`config.mk`:
```
export PLATFORM = sky130hd
export DESIGN_NAME = button_switch_debounce_hold_top
export DESIGN_NICKNAME = d
export VERILOG_FILES = /design/src/rtl/dbh_pkg.sv /design/src/rtl/dbh_core.sv /design/src/rtl/dbh_out_reg.sv /design/src/rtl/button_switch_debounce_hold_top.sv
export SDC_FILE = /design/constraint.sdc
export NUM_CORES = 1
export LEC_CHECK = 0
export ABC_AREA = 0
export ABC_CLOCK_PERIOD_IN_PS = 6000
export BUFFER_PORTS_ARGS = -buffer_cell sky130_fd_sc_hd__buf_2
export CORE_MARGIN = 4
export CORE_UTILIZATION = 38
export CTS_CLUSTER_SIZE = 16
export DETAILED_ROUTE_END_ITERATION = 6
export REMOVE_ABC_BUFFERS = 1
export SLEW_MARGIN = 5
export SYNTH_ARGS = -nofsm -noshare
export SYNTH_HDL_FRONTEND = slang
export SYNTH_SLANG_ARGS = --single-unit
```
`constraint.sdc`:
```
create_clock -name i_clk -period 6 [get_ports i_clk]
set_input_delay 0.9 -clock i_clk [delete_from_list [all_inputs] [get_ports i_clk]]
set_output_delay 0.9 -clock i_clk [all_outputs]
set_load 0.03 [all_outputs]
```
`src/rtl/dbh_pkg.sv`:
```
// Shared types, codes and reset values for the button/switch debounce block.
package dbh_pkg;

    localparam int STABLE_SAMPLES_DEF   = 3;
    localparam int HOLD_COUNT_WIDTH_DEF = 16;

    localparam int STATUS_W    = 3;
    localparam int CFG_INDEX_W = 2;
    localparam int CFG_DATA_W  = 16;
    localparam int HOLD_CFG_W  = 16;
    localparam int DIV_W       = 8;

    localparam logic [HOLD_CFG_W-1:0] HOLD_SAMPLES_RST   = 16'd100;
    localparam logic [DIV_W-1:0]      SAMPLE_DIVIDER_RST = 8'd10;

    typedef enum logic [STATUS_W-1:0] {
        CODE_NO_PRESSED = 3'd0,
        CODE_PRESSED    = 3'd1,
        CODE_ON_HOLD    = 3'd2,
        CODE_SW_OFF     = 3'd3,
        CODE_SW_ON      = 3'd4
    } t_code;

    typedef enum logic [CFG_INDEX_W-1:0] {
        REG_MODE           = 2'd0,
        REG_ACTIVE_LEVEL   = 2'd1,
        REG_HOLD_SAMPLES   = 2'd2,
        REG_SAMPLE_DIVIDER = 2'd3
    } t_reg_index;

    localparam logic FUNC_TICK = 1'b0;
    localparam logic MODE_BUTTON = 1'b0;

    typedef struct packed {
        t_code status;
        logic  changed;
    } t_result;

endpackage

```
`src/rtl/dbh_core.sv`:
```
// Debounce state, hold countdown, prescaler and config registers; one request per cycle when i_fire is high.
module dbh_core #(
    parameter int STABLE_SAMPLES   = dbh_pkg::STABLE_SAMPLES_DEF,
    parameter int HOLD_COUNT_WIDTH = dbh_pkg::HOLD_COUNT_WIDTH_DEF
) (
    input  logic                       i_clk,
    input  logic                       i_rst_n,
    input  logic                       i_fire,
    input  logic                       i_func,
    input  logic                       i_pin_level,
    input  logic                       i_cfg_wr_en,
    input  logic [dbh_pkg::CFG_INDEX_W-1:0] i_cfg_index,
    input  logic [dbh_pkg::CFG_DATA_W-1:0]  i_cfg_data,
    output dbh_pkg::t_result           o_result
);
    import dbh_pkg::*;

    localparam logic [STABLE_SAMPLES-1:0]   HIST_ONES = {STABLE_SAMPLES{1'b1}};
    localparam logic [HOLD_COUNT_WIDTH-1:0] CD_ZERO   = '0;

    logic                        r_mode, n_mode;
    logic                        r_active, n_active;
    logic [HOLD_CFG_W-1:0]       r_hold, n_hold;
    logic [DIV_W-1:0]            r_div, n_div;
    logic [STABLE_SAMPLES-1:0]   r_hist, n_hist;
    logic                        r_stable, n_stable;
    logic [HOLD_COUNT_WIDTH-1:0] r_cd, n_cd;
    t_code                       r_cur, n_cur;
    t_code                       r_last, n_last;
    logic [DIV_W-1:0]            r_presc, n_presc;

    logic                        reinit;
    logic [DIV_W-1:0]            presc_inc;
    logic                        sample;
    logic [STABLE_SAMPLES-1:0]   hist_shift;
    logic [HOLD_COUNT_WIDTH-1:0] cd_dec;
    t_code                       code_dec;
    logic                        agree;
    logic                        lvl;

    assign presc_inc  = r_presc + 1'b1;
    assign sample     = (presc_inc == r_div);
    assign hist_shift = {r_hist[STABLE_SAMPLES-2:0], i_pin_level};
    assign agree      = (hist_shift == '0) || (hist_shift == HIST_ONES);
    assign lvl        = hist_shift[0];

    // countdown steps before the debounce decision, as the release test uses it
    always_comb begin
        cd_dec   = r_cd;
        code_dec = r_cur;
        if (r_mode == MODE_BUTTON && r_cd != CD_ZERO) begin
            cd_dec = r_cd - 1'b1;
            if (cd_dec == CD_ZERO) begin
                code_dec = CODE_ON_HOLD;
            end
        end
    end

    always_comb begin
        n_mode   = r_mode;
        n_active = r_active;
        n_hold   = r_hold;
        n_div    = r_div;
        n_hist   = r_hist;
        n_stable = r_stable;
        n_cd     = r_cd;
        n_cur    = r_cur;
        n_last   = r_last;
        n_presc  = r_presc;
        reinit   = 1'b0;

        if (i_cfg_wr_en) begin
            case (t_reg_index'(i_cfg_index))
                REG_MODE: begin
                    n_mode = i_cfg_data[0];
                    reinit = 1'b1;
                end
                REG_ACTIVE_LEVEL: begin
                    n_active = i_cfg_data[0];
                    reinit   = 1'b1;
                end
                REG_HOLD_SAMPLES:   n_hold = i_cfg_data[HOLD_CFG_W-1:0];
                REG_SAMPLE_DIVIDER: n_div  = i_cfg_data[DIV_W-1:0];
                default: ;
            endcase
        end

        if (reinit) begin
            n_hist   = n_active ? '0 : HIST_ONES;
            n_stable = ~n_active;
            n_cd     = CD_ZERO;
            n_cur    = n_mode ? CODE_SW_OFF : CODE_NO_PRESSED;
            n_last   = n_cur;
        end else if (i_fire) begin
            if (i_func != FUNC_TICK) begin
                n_cur  = (r_cur == CODE_PRESSED) ? CODE_NO_PRESSED : r_cur;
                n_last = n_cur;
            end else if (sample) begin
                n_presc = '0;
                n_hist  = hist_shift;
                n_cd    = cd_dec;
                n_cur   = code_dec;
                if (agree && lvl != r_stable) begin
                    n_stable = lvl;
                    if (r_mode == MODE_BUTTON) begin
                        if (lvl == r_active) begin
                            n_cd = HOLD_COUNT_WIDTH'(r_hold);
                        end else begin
                            n_cur = (cd_dec != CD_ZERO) ? CODE_PRESSED : CODE_NO_PRESSED;
                            n_cd  = CD_ZERO;
                        end
                    end else begin
                        n_cur = (lvl == r_active) ? CODE_SW_ON : CODE_SW_OFF;
                    end
                end
            end else begin
                n_presc = presc_inc;
            end
        end
    end

    // a read reports the state before it is updated; a tick reports after
    always_comb begin
        if (i_func != FUNC_TICK) begin
            o_result.status  = r_cur;
            o_result.changed = (r_cur != r_last);
        end else begin
            o_result.status  = n_cur;
            o_result.changed = (n_cur != r_last);
        end
    end

    always_ff @(posedge i_clk) begin
        if (!i_rst_n) begin
            r_mode   <= MODE_BUTTON;
            r_active <= 1'b0;
            r_hold   <= HOLD_SAMPLES_RST;
            r_div    <= SAMPLE_DIVIDER_RST;
            r_hist   <= HIST_ONES;
            r_stable <= 1'b1;
            r_cd     <= CD_ZERO;
            r_cur    <= CODE_NO_PRESSED;
            r_last   <= CODE_NO_PRESSED;
            r_presc  <= '0;
        end else begin
            r_mode   <= n_mode;
            r_active <= n_active;
            r_hold   <= n_hold;
            r_div    <= n_div;
            r_hist   <= n_hist;
            r_stable <= n_stable;
            r_cd     <= n_cd;
            r_cur    <= n_cur;
            r_last   <= n_last;
            r_presc  <= n_presc;
        end
    end

endmodule

```
`src/rtl/dbh_out_reg.sv`:
```
// Result register holding one finished request until the consumer takes it.
module dbh_out_reg (
    input  logic             i_clk,
    input  logic             i_rst_n,
    input  logic             i_load,
    input  dbh_pkg::t_result i_result,
    input  logic             i_stall,
    output logic             o_valid,
    output logic             o_full_stalled,
    output dbh_pkg::t_result o_result
);
    import dbh_pkg::*;

    logic    r_valid, n_valid;
    t_result r_result, n_result;

    assign o_full_stalled = r_valid & i_stall;

    always_comb begin
        n_valid  = r_valid;
        n_result = r_result;
        if (i_load) begin
            n_valid  = 1'b1;
            n_result = i_result;
        end else if (r_valid && !i_stall) begin
            n_valid = 1'b0;
        end
    end

    always_ff @(posedge i_clk) begin
        if (!i_rst_n) begin
            r_valid <= 1'b0;
        end else begin
            r_valid <= n_valid;
        end
        r_result <= n_result;
    end

    assign o_valid  = r_valid;
    assign o_result = r_result;

endmodule

```
`src/rtl/button_switch_debounce_hold_top.sv`:
```
// Top level of the one-pin debouncer with hold detection and switch reporting.
//
//  channel | direction | handshake         | payload
//  --------+-----------+-------------------+---------------------------------
//  request | in        | i_valid / o_stall | i_func, i_pin_level
//  result  | out       | o_valid / i_stall | o_status, o_changed
//  config  | in        | i_cfg_wr_en       | i_cfg_index, i_cfg_data
//
// One request per cycle while o_stall is low; its result appears in the output register the next cycle.
// The state update is one pass of logic between the state registers and the result register.
// o_stall rises only while a result is held and i_stall is high.
// Synchronous active-low reset restores config and debounce state; no clearing pass.
module button_switch_debounce_hold_top #(
    parameter int STABLE_SAMPLES   = dbh_pkg::STABLE_SAMPLES_DEF,
    parameter int HOLD_COUNT_WIDTH = dbh_pkg::HOLD_COUNT_WIDTH_DEF
) (
    input  logic                            i_clk,
    input  logic                            i_rst_n,
    input  logic                            i_valid,
    output logic                            o_stall,
    input  logic                            i_func,
    input  logic                            i_pin_level,
    output logic                            o_valid,
    input  logic                            i_stall,
    output logic [dbh_pkg::STATUS_W-1:0]    o_status,
    output logic                            o_changed,
    input  logic                            i_cfg_wr_en,
    input  logic [dbh_pkg::CFG_INDEX_W-1:0] i_cfg_index,
    input  logic [dbh_pkg::CFG_DATA_W-1:0]  i_cfg_data
);
    import dbh_pkg::*;

    logic    fire;
    t_result core_result;
    t_result out_result;

    assign fire = i_valid & ~o_stall;

    dbh_core #(
        .STABLE_SAMPLES  (STABLE_SAMPLES),
        .HOLD_COUNT_WIDTH(HOLD_COUNT_WIDTH)
    ) u_core (
        .i_clk      (i_clk),
        .i_rst_n    (i_rst_n),
        .i_fire     (fire),
        .i_func     (i_func),
        .i_pin_level(i_pin_level),
        .i_cfg_wr_en(i_cfg_wr_en),
        .i_cfg_index(i_cfg_index),
        .i_cfg_data (i_cfg_data),
        .o_result   (core_result)
    );

    dbh_out_reg u_out_reg (
        .i_clk         (i_clk),
        .i_rst_n       (i_rst_n),
        .i_load        (fire),
        .i_result      (core_result),
        .i_stall       (i_stall),
        .o_valid       (o_valid),
        .o_full_stalled(o_stall),
        .o_result      (out_result)
    );

    assign o_status  = out_result.status;
    assign o_changed = out_result.changed;

endmodule

```
=== After elaboration in Yosys (flattened, before gate mapping) ===
Cells that the tools add are included.

* Reductions and logical operators: 24
* Muxes and demuxes: 40
* Equal/unequal tests: 11
* Add/sub/neg operators: 2
* Bitwise logic cells: 8

{| class="wikitable"
|+ Operators with widths
! cell !! count
|-
| 16-bit 2-to-1 mux || 4
|-
| 3-bit 2-to-1 mux || 14
|-
| 16-bit nonzero test || 2
|-
| 16-bit logical NOT || 1
|-
| 16-bit by 1-bit subtractor with 16-bit output (second input constant) || 1
|-
| 1-bit 2-to-1 mux || 14
|-
| 2-bit 2-to-1 mux || 6
|-
| 2-bit nonzero test || 5
|-
| 3-bit AND reduction || 3
|-
| 8-bit by 1-bit adder with 8-bit output (second input constant) || 1
|-
| 8-bit equality test || 1
|-
| 8-bit 2-to-1 mux || 1
|-
| 3-bit inequality test || 2
|-
| 1-bit inverter || 6
|-
| 2-bit AND reduction || 3
|-
| 2-bit equality test (second input constant) || 2
|-
| 4-bit 2-to-1 mux || 1
|-
| 4-bit AND reduction || 1
|-
| 2-bit OR reduction || 2
|-
| 3-bit by 1-bit equality test with 1-bit output (second input constant) || 1
|-
| 3-bit equality test (second input constant) || 1
|-
| 1-bit logical AND || 3
|-
| 3-bit logical NOT || 1
|-
| 1-bit AND || 2
|-
| 7 further kinds || 7
|}

* Output and inout bits: 6
* Bits in registers: 64

=== Depth between registers and ports, before layout ===
* Depth in word-level cells: 14
* Gate-level depth with buffers: 12

=== Hierarchy ===
A second synthesis with hierarchy kept.

* Cells, all modules: 559
* Area total of the unflattened synthesis: 4224.1 um^2

{| class="wikitable"
|+ Modules (own cells, without submodules)
! module !! sequential area each (um^2) !! times used !! cells each !! area an instance (um^2)
|-
| dbh_core || 1181.1 || 1 || 551 || 4053.9
|-
| dbh_out_reg || 140.1 || 1 || 7 || 156.4
|-
| button_switch_debounce_hold_top || 0.0 || 1 || 1 || 13.8
|}

=== Worst setup path before layout ===
Ideal clock, no wire load.

* Kind: register to register
* From: reg u_core.r_cd[0]
* To: reg u_out_reg.r_result, in the netlist u_out_reg.o_result[0] (data pin)
* Data arrival time: 2.569 ns
* Stages on the path, launching flop included: 12
* Slack: 3.162 ns
* Buffers on the path: 1
* Period minus slack after synthesis: 2.838 ns
* Setup time: 0.269 ns
* Cells stage by stage: dfxtp_1 -> clkbuf_1 -> inv_1 -> ha_1 -> nor3b_1 -> nand4_1 -> a32oi_1 -> nand4_1 -> a211o_1 -> and2_1 -> a211oi_1 -> o211ai_1

{| class="wikitable"
|+ RTL lines
! element !! line !! RTL
|-
| start, declared || dbh_core.sv:27 || <nowiki>logic [HOLD_COUNT_WIDTH-1:0] r_cd, n_cd;</nowiki>
|-
| start signal, assigned || dbh_core.sv:152 || <nowiki>r_cd <= n_cd;</nowiki>
|-
| end signal, assigned || dbh_out_reg.sv:36 || <nowiki>r_result <= n_result;</nowiki>
|-
| end, declared || dbh_out_reg.sv:15 || <nowiki>t_result r_result, n_result;</nowiki>
|}

==> reports/results.tsv <==
stage	metric	value	unit
power	Seq pwr share	0.496	
power	combinational group share of total power	0.092	
sta	Final Setup Violations	0	
route	WL/cell	16.24	um
floorplan	initial cell density of the core	0.3943	
yosys	top cell type by total area after synthesis	dfxtp_1	
setup_path	Worst Path Max Fanout	13	
sta	Tcrit/Tclk final	0.5813	
cts	H-tree Lvls	3	
power	power per cell area	211.8	mW/mm^2
yosys	largest cells by area after synthesis	dfxtp_1, nand2_1, a21oi_1	
setup_path	CP Cell Sequence	nor3_1 -> nand4_1 -> a32oi_1 -> nand4_1 -> a211o_1 -> and2_1 -> a211oi_1 -> o211ai_1	
cts	Longest Clk Path Bufs	2	
cells_and_area	area delta synth->final	10.25	%
cts	# clock sinks	64	
setup_path	CP Launch Type	flip-flop	
global_route	first-pass GRT wire length	18760	um
cells_and_area	most frequent cells in the layout	nand2_1, dfxtp_1, a21oi_1	
setup_path	Crit. End Element	flip-flop	
status	status	complete, no violations	
setup_path	Worst path most repeated cell	nand4_1	
sta	Total Neg Setup Slack	0	ns
sta	RSZ-0062 raised after global routing	false	
setup_path	CP Capture Point	u_out_reg.o_result[0]$_DFFE_PP_	
yosys	post-synthesis sequential area ratio	0.3381	
global_route	initial antenna violation count	0	
placement	RePlAce Congestion	0.9362	
placement	dpl ws	2.600	ns
power	Clk pwr share	0.412	
hold_path	Hold Crit Depth	2	
setup_path	crit path launch	u_core.r_cd[4]$_SDFFE_PP0P_	
cells_and_area	most common cell after layout, fill and taps aside	nand2_1	
power	power after layout	0.9123	mW
setup_path	CP max stage delay	0.96	ns
sta	setup ws final	2.512	ns
yosys	Post-synth EDFFs	4	
sta	hold_ws	0.4601	ns
global_route	number of global-route vias before repair	3732	
sta	Worst Clk Skew	0.01161	ns
yosys	flops & latches, synth	64	
cts	clock transition at the registers of the reported paths	0.07	ns
route	TritonRoute pass-1 iters	5	
setup_path	worst-case reg-to-reg path depth	8	
yosys	Gate Count Post-Synth	533	
floorplan	core area	0.009910	mm^2
yosys	Avg Cell Area, Syn	7.331	um^2
global_route	Tot GR Track Use	0.1966	
power	Leakage	1.624	nW
cts	post-CTS sizing	0	
placement	dpl hpwl	8094	um
cts	clk root buf	clkbuf_8	
power	Switching Fraction	0.2605	
cells_and_area	register area	0.001321	mm^2
cells_and_area	ANT cells	0	
route	DRC Markers	0	
cells_and_area	multi-input logic area	0.002407	mm^2
global_route	grt ovf	0	
yosys	ys async rst share	0	
setup_path	Worst Path Arrival	3.58	ns
hold_path	Hold Crit Class	flip-flop to flip-flop	
cts	CTS tree	done	
sta	Slew @ Worst Pin	1.166	ns
cts	clock buffer count from CTS	9	
sta	Fmax	0.2867	GHz
placement	placed cells	667	
global_route	largest net degree at the start of global routing	33	
cells_and_area	filler cell count	1074	
floorplan	row cnt	36	
sta	crit path time final	3.488	ns
yosys	Top FF cell, synth	dfxtp_1	
route	number of DRC markers in iteration 0	282	
run	Max Cap Viol	0	
floorplan	io pins	31	
setup_path	WS Path Type	flip-flop to flip-flop	
yosys	Ys Warns	0	
sta	Max Slew Vio Count	0	
setup_path	reg2reg end	u_out_reg.o_result[0]$_DFFE_PP_	
yosys	Netlist cell types	65	
power	internal cell power	0.6746	mW
route	vias per cell	5.805	
floorplan	die area	0.01197	mm^2
cts	CTS hold repair buffers	0	
power	Peak supply drop	0.0001293	V
sta	Max-slew headroom	0.2170	
route	final WL	11100	um
route	Vias	3965	
setup_path	reg2reg setup slack	2.51	ns
cells_and_area	fin nets	574	
sta	Final Hold Fails	0	
cells_and_area	share of cells above drive strength 1	0.1164	
cts	worst-skew pair later-pin latency	0.35	ns
setup_path	crit path max-delay cell type	nor3_1	
setup_path	RR Startpoint	u_core.r_cd[4]$_SDFFE_PP0P_	
cts	setup bufs post-CTS	0	
route	Post-DRT Antenna Nets	0	
floorplan	Die X-Extent	109.4	um
power	switching power total	0.2377	mW
floorplan	die height	109.4	um
setup_path	Worst EP required	6.09	ns
yosys	top cell type's share of synthesized area	0.3074	
placement	I/O Buffers	30	
cells_and_area	Final Non-Filler Cells	683	
yosys	mapped cell area	0.003907	mm^2
sequential cells by signal (all words and copies together), names as in the netlist:
signal              count
u_core.r_stable         1
u_core.r_hold          16
u_core.r_mode           1
u_out_reg.o_result      4
u_core.r_div            8
u_core.r_cd            16
u_core.r_presc          8
u_out_reg.o_valid       1
u_core.r_hist           2
u_core.r_last           3
u_core.r_active         1
u_core.r_cur            3
how the worst min path moves through the flow:
stage | slack [ns] | from | end
6_report | 0.46 | u_core.r_hold[8]$_SDFFE_PN0P_ | u_core.r_hold[8]$_SDFFE_PN0P_
4_1_cts | 0.46 | u_core.r_hold[8]$_SDFFE_PN0P_ | u_core.r_hold[8]$_SDFFE_PN0P_
3_3_place_gp | 0.45 | u_core.r_hold[8]$_SDFFE_PN0P_ | u_core.r_hold[8]$_SDFFE_PN0P_
3_5_place_dp | 0.45 | u_core.r_hold[8]$_SDFFE_PN0P_ | u_core.r_hold[8]$_SDFFE_PN0P_
5_1_grt | 0.49 | u_core.r_hold[10]$_SDFFE_PN0P_ | u_core.r_hold[10]$_SDFFE_PN0P_
2_1_floorplan | 0.44 | u_core.r_hold[12]$_SDFFE_PN0P_ | u_core.r_hold[12]$_SDFFE_PN0P_
per-stage QoR:
step / cell area [um^2] / util
final: 4308 / 0.4347
after global routing: 4308 / 0.4347
after CTS: 4308 / 0.4347
after detailed placement: 4116 / 0.4154
after global placement: 4116 / 0.4154
after floorplan: 3762 / -
power groups by stage:
stage                     clock, mW  combinational, mW  sequential [mW]
final                         0.376             0.0842            0.452
after global routing          0.401             0.0950            0.454
after floorplan                   0             0.0476            0.464
after detailed placement          0             0.0842            0.462
after CTS                     0.383             0.0846            0.452
after global placement            0             0.0833            0.462
cells in the mapped netlist (all sizes together) (3+ instances only):
library cell,instances
nor2b,6
nand3,23
a32o,3
a211oi,5
nand4,12
and3,10
o31ai,3
a21oi,56
inv,9
edfxtp,4
xor2,8
nand2,97
nor3,12
clkbuf,28
nor3b,7
o21ai,35
buf,6
or2,6
o211ai,5
nor2,50
dfxtp,60
xnor2,12
or3,7
ha,4
a31oi,4
nor4,10
a22oi,6
cell families after synthesis:
logic type,count (synthesis),synth area share
XOR/XNOR,20,0.04483
multiplexers,3,0.008005
AND/OR/NAND/NOR,257,0.3244
adder cells (fa/ha/maj),4,0.01281
AO/OA/AOI/OAI,142,0.2261
buffers and inverters,43,0.04579
flip-flops,64,0.3381
metal layers:
metal / routed length [um] / GRT usage / share of wire
met1: 5419 / 0.2808 / 0.49
met5: 0 / 0 / 0
met2: 4788 / 0.2969 / 0.43
met3: 646 / 0.03230 / 0.058
met4: 241 / 0.07302 / 0.022
final cells by class:
type / count / share of cell area
tap: 133 / 0.03863
inverter: 9 / 0.007842
clock inverter: 3 / 0.009875
timing repair buffer: 35 / 0.04357
clock buffer: 13 / 0.03456
sequential: 64 / 0.3067
multi-input combinational: 426 / 0.5588
worst max-delay path: cells and delay by family, from the launching register on:
| kind | cells | cell delay [ns] |
|---|---|---|
| simple gates | 4 | 1.76 |
| compound gates | 4 | 1.07 |
| flops | 1 | 0.39 |
(Power assumes the default switching activity.)
